<file path="config.mk">
export PLATFORM = sky130hd
export DESIGN_NAME = positional_array_table_core
export DESIGN_NICKNAME = d
export VERILOG_FILES = /design/src/hdl/pat_pkg.sv /design/src/hdl/positional_array_table_core.sv /design/src/hdl/pat_mem.sv /design/src/hdl/pat_ctrl.sv
export SDC_FILE = /design/constraint.sdc
export NUM_CORES = 1
export LEC_CHECK = 0
export ABC_AREA = 1
export ABC_CLOCK_PERIOD_IN_PS = 4090
export BUFFER_PORTS_ARGS = -buffer_cell sky130_fd_sc_hd__buf_4
export CAP_MARGIN = 20
export CORE_MARGIN = 5
export CORE_UTILIZATION = 50
export CTS_CLUSTER_SIZE = 16
export DETAILED_ROUTE_END_ITERATION = 16
export PLACE_DENSITY = 0.66
export REMOVE_ABC_BUFFERS = 1
export SYNTH_ARGS = -nofsm -noshare
export SYNTH_HDL_FRONTEND = slang
export SYNTH_SLANG_ARGS = --single-unit
</file>
<file path="constraint.sdc">
create_clock -name clk -period 4.09 [get_ports clk]
set_clock_uncertainty 0.1 [all_clocks]
set_input_delay 0 -clock clk [delete_from_list [all_inputs] [get_ports clk]]
set_output_delay 0 -clock clk [all_outputs]
set_load 0.02 [all_outputs]
</file>
<file path="src/hdl/pat_pkg.sv">
// Package for the positional array table: word types, operation and status codes,
// sequencer states and default sizes. No dependencies.
`default_nettype none

package pat_pkg;

  localparam int DEPTH_DEF = 16;

  localparam logic [1:0] ACT_INSERT = 2'd0;
  localparam logic [1:0] ACT_DELETE = 2'd1;
  localparam logic [1:0] ACT_SEARCH = 2'd2;

  localparam logic [1:0] STS_OK     = 2'd0;
  localparam logic [1:0] STS_FULL   = 2'd1;
  localparam logic [1:0] STS_BADPOS = 2'd2;
  localparam logic [1:0] STS_MISS   = 2'd3;

  typedef struct packed {
    logic [1:0]         action;
    logic [4:0]         position;
    logic signed [31:0] value;
  } in_word_t;

  typedef struct packed {
    logic [1:0] status;
    logic [4:0] found_position;
    logic [4:0] fill_count;
  } out_word_t;

  typedef enum logic [3:0] {
    ST_IDLE = 4'b0001,
    ST_UP   = 4'b0010,
    ST_DN   = 4'b0100,
    ST_SCAN = 4'b1000
  } state_t;

endpackage

`default_nettype wire

</file>
<file path="src/hdl/positional_array_table_core.sv">
// Top level of the positional array table: sequencer and entry store.
// Depends on pat_pkg, pat_ctrl and pat_mem.
//
//   channel   ports                    handshake
//   input     start, busy, in_word     taken when start is high and busy is low
//   result    out_strobe, out_word     one word, one cycle, taken when shown
//
// Rejected commands, deletes of the last entry and searches of an empty table
// answer in the cycle after acceptance and leave busy low.
// Insert at position p moves the entries from the last down to p up by one, then
// writes the value; delete moves the entries behind p down by one; search reads
// from the first entry to a match or the last. All use the store's single read port.
// Reset clears the fill count and the sequencer; the entry store needs no clearing.
// Results cannot be stalled; the sequencer never waits on the receiver.
`default_nettype none

module positional_array_table_core #(
  parameter int DEPTH = pat_pkg::DEPTH_DEF
) (
  input  wire logic              clk,
  input  wire logic              rst_n,
  input  wire logic              start,
  output logic                   busy,
  input  wire pat_pkg::in_word_t in_word,
  output logic                   out_strobe,
  output pat_pkg::out_word_t     out_word
);
  import pat_pkg::*;

  localparam int AW = $clog2(DEPTH);

  logic          mem_we;
  logic [AW-1:0] mem_waddr;
  logic [31:0]   mem_wdata;
  logic          mem_re;
  logic [AW-1:0] mem_raddr;
  logic [31:0]   mem_rdata;

  pat_ctrl #(
    .DEPTH(DEPTH)
  ) u_ctrl (
    .clk        (clk),
    .rst_n      (rst_n),
    .start      (start),
    .busy       (busy),
    .in_word    (in_word),
    .out_strobe (out_strobe),
    .out_word   (out_word),
    .mem_we     (mem_we),
    .mem_waddr  (mem_waddr),
    .mem_wdata  (mem_wdata),
    .mem_re     (mem_re),
    .mem_raddr  (mem_raddr),
    .mem_rdata  (mem_rdata)
  );

  pat_mem #(
    .DEPTH(DEPTH)
  ) u_mem (
    .clk   (clk),
    .we    (mem_we),
    .waddr (mem_waddr),
    .wdata (mem_wdata),
    .re    (mem_re),
    .raddr (mem_raddr),
    .rdata (mem_rdata)
  );

endmodule

`default_nettype wire

</file>
<file path="src/hdl/pat_mem.sv">
// Entry store of the positional array table: one write port, one read port,
// registered read data. Depends on pat_pkg.
`default_nettype none

module pat_mem #(
  parameter int DEPTH = pat_pkg::DEPTH_DEF,
  localparam int AW = $clog2(DEPTH)
) (
  input  wire logic          clk,
  input  wire logic          we,
  input  wire logic [AW-1:0] waddr,
  input  wire logic [31:0]   wdata,
  input  wire logic          re,
  input  wire logic [AW-1:0] raddr,
  output logic [31:0]        rdata
);
  import pat_pkg::*;

  logic [31:0] mem [DEPTH];
  logic [31:0] rdata_r;

  always_ff @(posedge clk) begin
    if (we) begin
      mem[waddr] <= wdata;
    end
    if (re) begin
      rdata_r <= mem[raddr];
    end
  end

  assign rdata = rdata_r;

endmodule

`default_nettype wire

</file>
<file path="src/hdl/pat_ctrl.sv">
// Sequencer of the positional array table: decodes commands, keeps the fill count,
// walks the entry store for shifts and scans. Depends on pat_pkg.
`default_nettype none

module pat_ctrl #(
  parameter int DEPTH = pat_pkg::DEPTH_DEF,
  localparam int AW = $clog2(DEPTH)
) (
  input  wire logic               clk,
  input  wire logic               rst_n,
  input  wire logic               start,
  output logic                    busy,
  input  wire pat_pkg::in_word_t  in_word,
  output logic                    out_strobe,
  output pat_pkg::out_word_t      out_word,
  output logic                    mem_we,
  output logic [AW-1:0]           mem_waddr,
  output logic [31:0]             mem_wdata,
  output logic                    mem_re,
  output logic [AW-1:0]           mem_raddr,
  input  wire logic [31:0]        mem_rdata
);
  import pat_pkg::*;

  localparam int CW = $clog2(DEPTH + 1);
  localparam int XW = ((CW > 5) ? CW : 5) + 1;

  state_t          state_r, state_nxt;
  logic [CW-1:0]   cnt_r, cnt_nxt;
  logic [AW-1:0]   ptr_r, ptr_nxt;
  logic [AW-1:0]   bound_r, bound_nxt;
  logic [AW-1:0]   pend_addr_r, pend_addr_nxt;
  logic            more_r, more_nxt;
  logic            pend_r, pend_nxt;
  logic [31:0]     val_r, val_nxt;
  logic            out_strobe_r, out_strobe_nxt;
  out_word_t       out_word_r, out_word_nxt;

  logic [XW-1:0]   pos_x, cnt_x, cnt_nxt_x, pos_m1_x, found_x;
  logic [CW-1:0]   cnt_dec, cnt_inc;
  logic [AW-1:0]   cnt_m1;
  logic            emit;
  logic [1:0]      emit_status;
  logic [4:0]      emit_found;
  logic            last_rd;

  assign pos_x     = XW'(in_word.position);
  assign cnt_x     = XW'(cnt_r);
  assign pos_m1_x  = pos_x - XW'(1);
  assign cnt_dec   = cnt_r - CW'(1);
  assign cnt_inc   = cnt_r + CW'(1);
  assign cnt_m1    = cnt_dec[AW-1:0];
  assign found_x   = XW'(pend_addr_r) + XW'(1);
  assign cnt_nxt_x = XW'(cnt_nxt);
  assign last_rd   = (ptr_r == bound_r);

  always_comb begin
    state_nxt     = state_r;
    cnt_nxt       = cnt_r;
    ptr_nxt       = ptr_r;
    bound_nxt     = bound_r;
    more_nxt      = more_r;
    pend_nxt      = 1'b0;
    pend_addr_nxt = pend_addr_r;
    val_nxt       = val_r;
    emit          = 1'b0;
    emit_status   = STS_OK;
    emit_found    = 5'd0;
    mem_we        = 1'b0;
    mem_waddr     = pend_addr_r;
    mem_wdata     = mem_rdata;
    mem_re        = 1'b0;
    mem_raddr     = ptr_r;

    unique case (state_r)
      ST_IDLE: begin
        if (start) begin
          val_nxt = in_word.value;
          priority if (in_word.action == ACT_INSERT) begin
            priority if (cnt_x == XW'(DEPTH)) begin
              emit        = 1'b1;
              emit_status = STS_FULL;
            end else if (pos_x == XW'(0) || pos_x > cnt_x + XW'(1)) begin
              emit        = 1'b1;
              emit_status = STS_BADPOS;
            end else begin
              state_nxt = ST_UP;
              ptr_nxt   = cnt_m1;
              bound_nxt = pos_m1_x[AW-1:0];
              more_nxt  = (pos_x <= cnt_x);
            end
          end else if (in_word.action == ACT_DELETE) begin
            priority if (pos_x == XW'(0) || pos_x > cnt_x) begin
              emit        = 1'b1;
              emit_status = STS_BADPOS;
            end else if (pos_x == cnt_x) begin
              cnt_nxt = cnt_dec;
              emit    = 1'b1;
            end else begin
              state_nxt = ST_DN;
              ptr_nxt   = pos_x[AW-1:0];
              bound_nxt = cnt_m1;
              more_nxt  = 1'b1;
            end
          end else if (in_word.action == ACT_SEARCH) begin
            if (cnt_r == CW'(0)) begin
              emit        = 1'b1;
              emit_status = STS_MISS;
            end else begin
              state_nxt = ST_SCAN;
              ptr_nxt   = '0;
              bound_nxt = cnt_m1;
              more_nxt  = 1'b1;
            end
          end else begin
            emit        = 1'b1;
            emit_status = STS_BADPOS;
          end
        end
      end
      ST_UP: begin
        mem_re    = more_r;
        mem_we    = pend_r;
        mem_waddr = pend_addr_r + AW'(1);
        if (!more_r && !pend_r) begin
          mem_we    = 1'b1;
          mem_waddr = bound_r;
          mem_wdata = val_r;
          cnt_nxt   = cnt_inc;
          emit      = 1'b1;
          state_nxt = ST_IDLE;
        end
      end
      ST_DN: begin
        mem_re    = more_r;
        mem_we    = pend_r;
        mem_waddr = pend_addr_r - AW'(1);
        if (!more_r) begin
          cnt_nxt   = cnt_dec;
          emit      = 1'b1;
          state_nxt = ST_IDLE;
        end
      end
      ST_SCAN: begin
        mem_re = more_r;
        priority if (pend_r && mem_rdata == val_r) begin
          emit       = 1'b1;
          emit_found = found_x[4:0];
          state_nxt  = ST_IDLE;
        end else if (!more_r) begin
          emit        = 1'b1;
          emit_status = STS_MISS;
          state_nxt   = ST_IDLE;
        end else begin
        end
      end
      default: begin
        state_nxt = ST_IDLE;
      end
    endcase

    // advance the read pointer and track the word in flight
    if (mem_re) begin
      pend_nxt      = 1'b1;
      pend_addr_nxt = ptr_r;
      if (last_rd) begin
        more_nxt = 1'b0;
      end else if (state_r == ST_UP) begin
        ptr_nxt = ptr_r - AW'(1);
      end else begin
        ptr_nxt = ptr_r + AW'(1);
      end
    end
    if (state_nxt == ST_IDLE) begin
      pend_nxt = 1'b0;
    end

    out_strobe_nxt              = emit;
    out_word_nxt.status         = emit_status;
    out_word_nxt.found_position = emit_found;
    out_word_nxt.fill_count     = cnt_nxt_x[4:0];
  end

  always_ff @(posedge clk) begin
    if (!rst_n) begin
      state_r      <= ST_IDLE;
      cnt_r        <= '0;
      more_r       <= 1'b0;
      pend_r       <= 1'b0;
      out_strobe_r <= 1'b0;
    end else begin
      state_r      <= state_nxt;
      cnt_r        <= cnt_nxt;
      more_r       <= more_nxt;
      pend_r       <= pend_nxt;
      out_strobe_r <= out_strobe_nxt;
    end
  end

  always_ff @(posedge clk) begin
    ptr_r       <= ptr_nxt;
    bound_r     <= bound_nxt;
    pend_addr_r <= pend_addr_nxt;
    val_r       <= val_nxt;
    if (out_strobe_nxt) begin
      out_word_r <= out_word_nxt;
    end
  end

  assign busy       = (state_r != ST_IDLE);
  assign out_strobe = out_strobe_r;
  assign out_word   = out_word_r;

  a_cnt_range: assert property (@(posedge clk) disable iff (!rst_n)
    cnt_r <= CW'(DEPTH))
    else $error("fill count above depth");

  a_strobe_idle: assert property (@(posedge clk) disable iff (!rst_n)
    out_strobe_r |-> (state_r == ST_IDLE))
    else $error("result word while sequencer busy");

  a_accept_progress: assert property (@(posedge clk) disable iff (!rst_n)
    (start && !busy) |=> (out_strobe || busy))
    else $error("accepted word neither answered nor in progress");

  a_port_clash: assert property (@(posedge clk) disable iff (!rst_n)
    (mem_we && mem_re) |-> (mem_waddr != mem_raddr))
    else $error("read and write to the same entry in one cycle");

endmodule

`default_nettype wire
</file>
## Word level (Yosys, flattened, before mapping)

Memories as Yosys holds them, arrays and structs flattened. A register that Yosys moved wholly into a read port is not among the register bits.
Index checks and enable logic that the tools add are counted.

- Add/sub/neg operators: 9
- Magnitude comparators: 3
- Equality and inequality tests: 17
- Mux-type cells: 88
- Bitwise operators: 1
- Reduce and logical (&&, ||, !) cells: 15

Operator list:

| cell | number |
|---|---|
| $mux 4 | 34 |
| $mux 32 | 2 |
| $mux 5 | 7 |
| $eq 32x32->1 | 1 |
| $mux 1 | 29 |
| $mux 2 | 10 |
| $pmux 4 s4 | 1 |
| $pmux 5 s3 | 1 |
| $sub 4x1->4 const B | 3 |
| $add 4x1->4 const B | 2 |
| $eq 4x1->1 const B | 2 |
| $pmux 4 s2 | 1 |
| $reduce_and 8->1 | 1 |
| $add 5x1->6 const B | 1 |
| $gt 5x6->1 | 1 |
| $logic_not 6->1 | 1 |
| $ne 3x2->1 const B | 2 |
| $add 4x1->5 const B | 1 |
| $add 5x1->5 const B | 1 |
| $eq 5x5->1 | 1 |
| $eq 5x5->1 const B | 1 |
| $gt 5x5->1 | 1 |
| $le 5x5->1 | 1 |
| $logic_not 5->1 | 1 |
| 22 further kinds | 27 |

- Register bits: 68
- Memory bits (writable): 512
- Input port bits: 42
- Output and inout bits: 14
- Logic and storage cells: 146
- Memories: 1

Memory list:

| name | words | bits a word | rd ports | clocked after Yosys merged registers in | wr ports | RTL line | RTL |
|---|---|---|---|---|---|---|---|
| u_mem.mem | 16 | 32 | 1 | 1 | 1 | pat_mem.sv:19 | `logic [31:0] mem [DEPTH];` |

## Depth between registers and ports, before layout

Gate-level depths: netlist (run 1).

- Word-level depth: 10
- Depth in mapped cells: 16
- Mapped depth without buffers: 16

## By module

A second synthesis (run 1) with hierarchy kept.

- Cell total of the unflattened synthesis: 2670
- Area total of the unflattened synthesis: 27400.0 um^2

Modules (own cells, without submodules):

| module | instances | cells an instance | area each (um^2) | seq. area each (um^2) |
|---|---|---|---|---|
| pat_mem | 1 | 2120 | 23050.9 | 16335.7 |
| pat_ctrl | 1 | 550 | 4349.2 | 1881.8 |

## Worst setup path after synthesis (run 1)

No wires, ideal clock.

- Path kind: register -> register
- Start: register u_ctrl.pend_addr_r[0]
- End: memory u_mem.mem[1][0], enable pin
- Setup time: 421 ps
- Arrival: 2806 ps
- Required time: 3569 ps
- Setup slack: 763 ps
- Stages on the path, launching flop included: 9
- Buffers on the path: 0
- Period minus slack after synthesis: 3327 ps
- Cell sequence: edfxtp_1 -> inv_1 -> ha_1 -> or2_2 -> nand3_1 -> o211ai_1 -> a21oi_1 -> nand2_1 -> nor2_1

- Word-level cells in the longest chain between the ends: 3
- Elaborated cells between the ends (all ways): 4
- Classes of those cells: 2 x add/sub; 2 x mux

RTL lines:

| element | RTL line | RTL |
|---|---|---|
| start, declared | pat_ctrl.sv:32 | `logic [AW-1:0] pend_addr_r, pend_addr_nxt;` |
| start signal, assigned | pat_ctrl.sv:203 | `pend_addr_r <= pend_addr_nxt;` |
| $add 4x1->4 | pat_ctrl.sv:124 | `mem_waddr = pend_addr_r + AW'(1);` |
| $mux 4 | pat_ctrl.sv:125 | `if (!more_r && !pend_r) begin` |
| $pmux 4 s2 (*) | pat_ctrl.sv:75 | `unique case (state_r)` |
| end, declared | pat_mem.sv:19 |  |

Mark *: on every way between the ends. The rest lies on a longest branch, timed or not.

## Worst setup path after layout (run 1)

- Start: register u_ctrl.cnt_r[0]
- End: register u_ctrl.out_word_r, in the netlist u_ctrl.out_word[8], enable pin

- Word-level cells in the longest chain between the ends: 8
- Elaborated cells between the ends (all ways): 18
- Classes of those cells: 1 x add/sub; 2 x order compare; 2 x eq/ne; 10 x mux; 3 x reduce/logical

RTL lines:

| element | RTL line | RTL |
|---|---|---|
| start, declared | pat_ctrl.sv:29 | `logic [CW-1:0] cnt_r, cnt_nxt;` |
| start signal, assigned | pat_ctrl.sv:193 | `cnt_r <= cnt_nxt;` |
| $add 5x1->6 | pat_ctrl.sv:83 | `end else if (pos_x == XW'(0) \|\| pos_x > cnt_x + XW'(1)) begin` |
| $gt 5x6->1 | pat_ctrl.sv:83 |  |
| $logic_or 1x1->1 | pat_ctrl.sv:83 |  |
| $mux 1 | pat_ctrl.sv:83 |  |
| $mux 1 | pat_ctrl.sv:80 | `priority if (cnt_x == XW'(DEPTH)) begin` |
| $mux 1 (*) | pat_ctrl.sv:79 | `priority if (in_word.action == ACT_INSERT) begin` |
| $mux 1 (*) | pat_ctrl.sv:77 | `if (start) begin` |
| $pmux 1 s4 (*) | pat_ctrl.sv:75 |  |
| net u_ctrl.emit | pat_ctrl.sv:42 | `logic emit;` |
| end signal, assigned | pat_ctrl.sv:206 | `out_word_r <= out_word_nxt;` |
| end, declared | pat_ctrl.sv:37 | `out_word_t out_word_r, out_word_nxt;` |

The timed path passes the listed nets; every way through them passes the cells marked *.
A chain may end at the register's enable or synchronous reset.

==> summary.md, run 1 <==
| Metric | Value |
|---|---|
| Final ANT Viol Nets | `0` |
| Status | `completed` |
| Core Region | `50,270 sq um` |
| Warnings from Yosys | `0` |
| Post-DR wirelength/cell | `23.07 um` |
| Clock Pin Slew Worst Setup and Hold Paths | `0.06 ns` |
| Worst min-delay path category | `in2reg` |
| Syn avg cell area | `12.37 sq um` |
| Top-count cell post-synth | `edfxtp_1` |
| Final-report max-slew violation count | `0` |
| Total congestion overflow | `0` |
| Fin. Hold Viols | `0` |
| Vias | `17,060` |
| GRT Util Overall | `0.2350` |
| FMAX | `321.5 MHz` |
| Initial Util | `0.5056` |
| Top area cells in the synthesized netlist | `edfxtp_1 70%, o21ai_0 6.0%, nor2_1 5.0%, o221ai_1 3.7%, nand2_1 3.3%` |
| Post-Route WL | `66,430 um` |
| Synth top area share | `0.7040` |
| Die Width | `235.5 um` |
| Antenna cells | `0` |
| H-tree levels | `3` |
| Root buffer cell | `clkbuf_16` |
| Setup-failing EPs final | `0` |
| PnR worst setup slack | `0.9800 ns` |
| Period minus WS final | `3.110 ns` |
| FFs w/ async S/R, synth | `0` |
| Die height | `235.5 um` |
| TritonCTS buffer count | `66` |
| Setup TNS | `0 ns` |
| Sink Count | `612` |
| Reg2reg start | `u_ctrl.cnt_r[0]` |
| Syn Inst Count | `2,055` |
| Leakage | `10.15 nW` |
| RD Place Congestion | `0.8793` |
| #FFs+latches synth | `612` |
| Hpwl dp | `36,490 um` |
| Longest Clk Path Bufs | `3` |
| Initial antenna violation count | `0` |
| Max_cap viols | `0` |
| Crit path DAT | `3.17 ns` |
| DRT iter0 DRCs | `2,055` |
| Startpoint types | `flop` |
| Critical Path RT | `4.15 ns` |
| Tcrit/Tclk final | `0.7604` |
| Vias in the first global route | `16,660` |
| Die area | `55,450 sq um` |
| Leading area contributor after synthesis | `edfxtp_1` |
| Rel. slew slack | `0.2648` |
| Final Power | `16.39 mW` |
| # port buffers | `55` |
| Layout Utilization | `0.5874` |
| Crit path launch | `u_ctrl.cnt_r[0]` |
| Largest net degree at the start of global routing | `161` |
| Crit Path Class | `reg2reg` |
| Top Ports | `56` |
| Unrepaired setup endpoints after global routing | `false` |
| Post-Syn Area | `25,420 sq um` |
| Synth-to-layout area growth | `16.17%` |
| Worst skew pair latency | `0.59 ns` |
| PwrDens | `555.1 nW/um^2` |
| Worst Setup End Kind | `flop` |
| Share of layout cells above drive strength 1 | `0.1214` |
| DRC | `0` |
| Synth top cells by count | `596 x edfxtp_1, 340 x nor2_1, 304 x o21ai_0` |
| Via/cell ratio | `5.927` |
| Register area share after synthesis | `0.7166` |
| Number of flops mapped to enable cells by yosys | `596` |
| FP Rows | `82` |
| Distinct cell type count after synthesis | `43` |
| Hold path startpoint | `in_word[13]` |
| Max VDD drop | `0.0003775 V` |
| Total Nets Final | `2,221` |
| Place WS | `1.027 ns` |
| Postcts setup bufs | `0` |
| Crit-path max FO | `13` |
| TritonRoute pass-1 iters | `6` |
| CTS tree | `yes` |
| Ys flop type | `edfxtp_1` |
| Measured slew at the worst slew-check pin | `1.103 ns` |
| First-pass GRT wire length | `100,200 um` |
[worst max-delay path, cell delays in order (launching register included)]
cell	delay, ns
dfxtp_1	0.47
inv_1	0.17
ha_1	0.31
inv_1	0.16
ha_1	0.27
nand2_1	0.07
nand2_1	0.04
nand2_1	0.05
nand3_1	0.07
nand2_1	0.13
nand4_1	0.22
nand3_1	0.17
nand3_1	0.45
[cells in the final DEF, fill, tap and decap left out, drive strengths merged, types with 3 or more instances in the layout]
master         n
nand2        228
nor2         344
xor2          22
o22ai         25
dfxtp         16
bufinv         7
ha            19
clkinv        27
edfxtp       596
a21oi         25
dlygate4sd3   44
nor3          11
inv           98
o21ai        310
nand3b         3
xnor2          5
buf          109
clkbuf        80
or2            6
clkinvlp       3
o221ai       107
nand3         78
nand4         11
o211ai        27
[cells by family after synthesis]
group | Yosys count | share of synthesized area
xor+xnor | 27 | 0.009302
simple gates | 682 | 0.1103
buf+inv | 216 | 0.03386
fa+ha+maj | 20 | 0.01014
flops | 612 | 0.7166
compound gates | 498 | 0.1198
[final cells by class]
cell class,instances,area (sq um)
Fill cell,4003,20740
Sequential cell,612,18230
Multi-Input combinational cell,1227,6462
Clock buffer,80,1810
Timing Repair Buffer,153,1446
Tap cell,672,840.8
Inverter,99,387.9
Clock inverter,36,354.1
[path summary, 6_finish.rpt]
| check | to | slack, ns | cells past startpoint |
|---|---|---|---|
| setup / recovery | u_ctrl.out_word[8] | 0.98 | 12 |
| hold / removal | u_ctrl.val_r[13] | 0.03 | 2 |
| setup reg to reg | u_ctrl.out_word[8] | 0.98 | 12 |
| hold reg to reg | u_ctrl.mem_raddr[0] | 0.46 | 3 |
[report_power, final]
part           leakage [nW]  switching [mW]  internal (mW)
Sequential             5.52           0.170           7.00
Clock                  1.06            2.35           3.59
Combinational          3.57            2.27           1.02
Total                  10.1            4.79           11.6
[flip-flops by register name (all words and copies together), names as in the netlist, 4 cells and up]
name and flops:
u_ctrl.cnt_r 5, u_ctrl.out_word 12, u_ctrl.pend_addr_r 4, u_ctrl.mem_raddr 4, u_mem.rdata 32, u_mem.mem 512
u_ctrl.state_r 4, u_ctrl.bound_r 4, u_ctrl.val_r 32
[layer usage]
metal | vias up | GRT usage | part of all wire
met5 | - | 0 | 0
met4 | 0 | 0.08093 | 0.030
li1 | 7757 | - | -
met3 | 129 | 0.03796 | 0.083
met1 | 8386 | 0.3263 | 0.41
met2 | 791 | 0.3821 | 0.48
[what timing repair did]
action / CTS / global route
hold endpoints to repair: 53 / 0
hold buffers: 44 / 0
gates resized for setup: 0 / 0
[metrics by stage]
step	instance area [sq um]	hold slack, ns	instances
2_1_floorplan	24940	-0.01539	1938
3_3_place_gp	26930	0.07805	2719
3_5_place_dp	26930	0.07947	2719
4_1_cts	29530	0.0003112	2879
5_1_grt	29530	0.02255	2879
6_report	29530	0.03093	2879
(Power assumes the default switching activity.)
==> inputs of run 2 (changes only) <==
--- a/config.mk
+++ b/config.mk
@@ -6,14 +6,14 @@
 export NUM_CORES = 1
 export LEC_CHECK = 0
 export ABC_AREA = 1
-export ABC_CLOCK_PERIOD_IN_PS = 4090
+export ABC_CLOCK_PERIOD_IN_PS = 2600
 export BUFFER_PORTS_ARGS = -buffer_cell sky130_fd_sc_hd__buf_4
 export CAP_MARGIN = 20
 export CORE_MARGIN = 5
 export CORE_UTILIZATION = 50
 export CTS_CLUSTER_SIZE = 16
 export DETAILED_ROUTE_END_ITERATION = 16
-export PLACE_DENSITY = 0.66
+export PLACE_DENSITY = 0.68
 export REMOVE_ABC_BUFFERS = 1
 export SYNTH_ARGS = -nofsm -noshare
 export SYNTH_HDL_FRONTEND = slang
==> constraint.sdc (replaced) <==
create_clock -name clk -period 2.6 [get_ports clk]
set_clock_uncertainty 0.1 [all_clocks]
set_input_delay 0 -clock clk [delete_from_list [all_inputs] [get_ports clk]]
set_output_delay 0 -clock clk [all_outputs]
set_load 0.02 [all_outputs]
==> run 2 against run 1 <==
  * First-iteration DRC count fell by 15%
  * Highest routed layer is now met5
  * Routed wire length fell by 0.99%
  * Largest cell class unchanged
  * Critical path type unchanged
  * Clock power up 48%
  * Hold slack better by 0.030 ns
  * Cell count is 2.6% higher
==> summary.md, run 2 (synthesis gave the netlist of run 1 again) <==
| Metric | Value |
|---|---|
| Post-DR wirelength/cell | `22.26 um` |
| Final ANT Viol Nets | `0` |
| DRC | `0` |
| Total Nets Final | `2,296` |
| Via/cell ratio | `5.887` |
| Max VDD drop | `0.0008923 V` |
| Longest Clk Path Bufs | `3` |
| Crit path DAT | `2.74 ns` |
| Root buffer cell | `clkbuf_16` |
| Post-Route WL | `65,780 um` |
| Die Width | `235.5 um` |
| Measured slew at the worst slew-check pin | `0.7614 ns` |
| Largest net degree at the start of global routing | `169` |
| Initial Util | `0.5056` |
| Commonest non-fill, non-tap cell in the layout | `edfxtp_1` |
| Worst-case reg-to-reg path depth | `11` |
| CTS tree | `yes` |
| FP Rows | `82` |
| Top Ports | `56` |
| Leakage | `10.51 nW` |
| FMAX | `394.5 MHz` |
| Fin. Hold Viols | `0` |
| Crit Path Class | `reg2reg` |
| Die height | `235.5 um` |
| Sink Count | `612` |
| DRT iter0 DRCs | `1,742` |
| Total congestion overflow | `0` |
| Hold path cells | `2` |
| Rel. slew slack | `0.4924` |
| Crit path launch | `u_ctrl.state_r[2]` |
| Period minus WS final | `2.535 ns` |
| Crit-path max FO | `32` |
| Layout Utilization | `0.6035` |
| Final Power | `25.58 mW` |
| Synth-to-layout area growth | `19.35%` |
| Hpwl dp | `38,390 um` |
| Worst Setup End Kind | `flop` |
| Largest register FFs | `512` |
| Most frequent cells in the layout | `596 x edfxtp_1, 323 x nor2_1, 304 x o21ai_0` |
| Vias in the first global route | `17,130` |
| PwrDens | `843.2 nW/um^2` |
| Unrepaired setup endpoints after global routing | `true` |
| Multi-input gate area | `6495 sq um` |
| TritonRoute pass-1 iters | `5` |
| Antenna cells | `0` |
| Initial antenna violation count | `1` |
| Core Region | `50,270 sq um` |
| Vias | `17,400` |
| TritonCTS buffer count | `60` |
| Postcts setup bufs | `0` |
| Critical Path RT | `2.80 ns` |
| Clock Pin Slew Worst Setup and Hold Paths | `0.06 ns` |
| H-tree levels | `2` |
| Worst skew pair latency | `0.66 ns` |
| Setup-failing EPs final | `0` |
| GRT Util Overall | `0.2312` |
| Sequential cell area | `18,240 sq um` |
| Max_cap viols | `0` |
| FILL cells | `3,859` |
| # port buffers | `55` |
| Share of layout cells above drive strength 1 | `0.1432` |
| RD Place Congestion | `0.8750` |
| Startpoint types | `flop` |
| Worst min-delay path category | `in2reg` |
| Final-report max-slew violation count | `0` |
| Tcrit/Tclk final | `0.9748` |
| Largest Register | `u_mem.mem` |
| First-pass GRT wire length | `99,970 um` |
| Status | `completed` |
| Hold path startpoint | `in_word[10]` |
| Die area | `55,450 sq um` |
| Reg2reg start | `u_ctrl.state_r[2]` |
## run 2: cell count changes in the layout (fill, tap and decap cells not counted), moves of 3 or more
cell / previous run / this run
dfxtp_2: 1 / 4
clkbuf_16: 71 / 60
dlygate4sd3_1: 44 / 72
buf_4: 94 / 126
nand2_1: 222 / 218
nand2_2: 6 / 10
dfxtp_1: 12 / 8
buf_12: 15 / 35
## run 2: layout make-up
cell class              count  share of cell area
multi-input cells        1227              0.2141
clock inverters            40             0.01509
well taps                 672             0.02771
inverters                  99             0.01278
repair buffers            234             0.07840
clock buffers              71             0.05085
flip-flops and latches    612              0.6011
## run 2: layer usage
metal / vias up / track usage / share of wire
met2: 826 / 0.3865 / 0.48
met3: 147 / 0.04112 / 0.087
met5: - / 0 / 0.00011
met1: 8525 / 0.3108 / 0.40
met4: 2 / 0.07495 / 0.032
li1: 7896 / - / -
## run 2: per-stage QoR
step | cell area, sq um | setup slack (ns) | TNS (ns) | instances | hold WS, ns
final | 30340 | 0.06545 | 0 | 2955 | 0.06139
after global routing | 30340 | -0.03978 | -0.9877 | 2955 | 0.05532
after CTS | 30300 | 0.004072 | 0 | 2955 | 0.002845
after detailed placement | 27580 | 0.01747 | 0 | 2772 | 0.07947
after global placement | 27580 | 0.06250 | 0 | 2772 | 0.07783
after floorplan | 24940 | -7.935 | -770.47 | 1938 | -0.01539
## run 2: power by group
part / total [mW] / switching (mW) / internal, mW
combinational: 5.60 / 3.81 / 1.78
clock: 8.78 / 3.73 / 5.05
sequential: 11.2 / 0.199 / 11.0
total: 25.6 / 7.74 / 17.8
## run 2: worst max-delay path: stages, from the launching register on
cell and delay, ns:
dfxtp_1 0.37, inv_1 0.12, nor3_4 0.36, nor2_4 0.10
clkinv_4 0.09, o21ai_2 0.05, a21oi_2 0.11, o21ai_2 0.09
o21ai_2 0.08, nand2_1 0.27, nor2_4 0.19, buf_12 0.26
## run 2: path summary, 6_finish.rpt
| path | endpoint | slack, ns |
|---|---|---|
| max | u_mem.mem[4][28] | 0.07 |
| min | u_ctrl.val_r[10] | 0.06 |
| max reg2reg | u_mem.mem[4][28] | 0.07 |
| min reg2reg | u_ctrl.cnt_r[3] | 0.48 |
## run 2: repair_timing
| action | in CTS | in global routing |
|---|---|---|
| hold buffers | 72 | 0 |
| hold endpoints to repair | 91 | 0 |
| gates resized for setup | 0 | 16 |
| endpoints found under the setup margin | 0 | 285 |
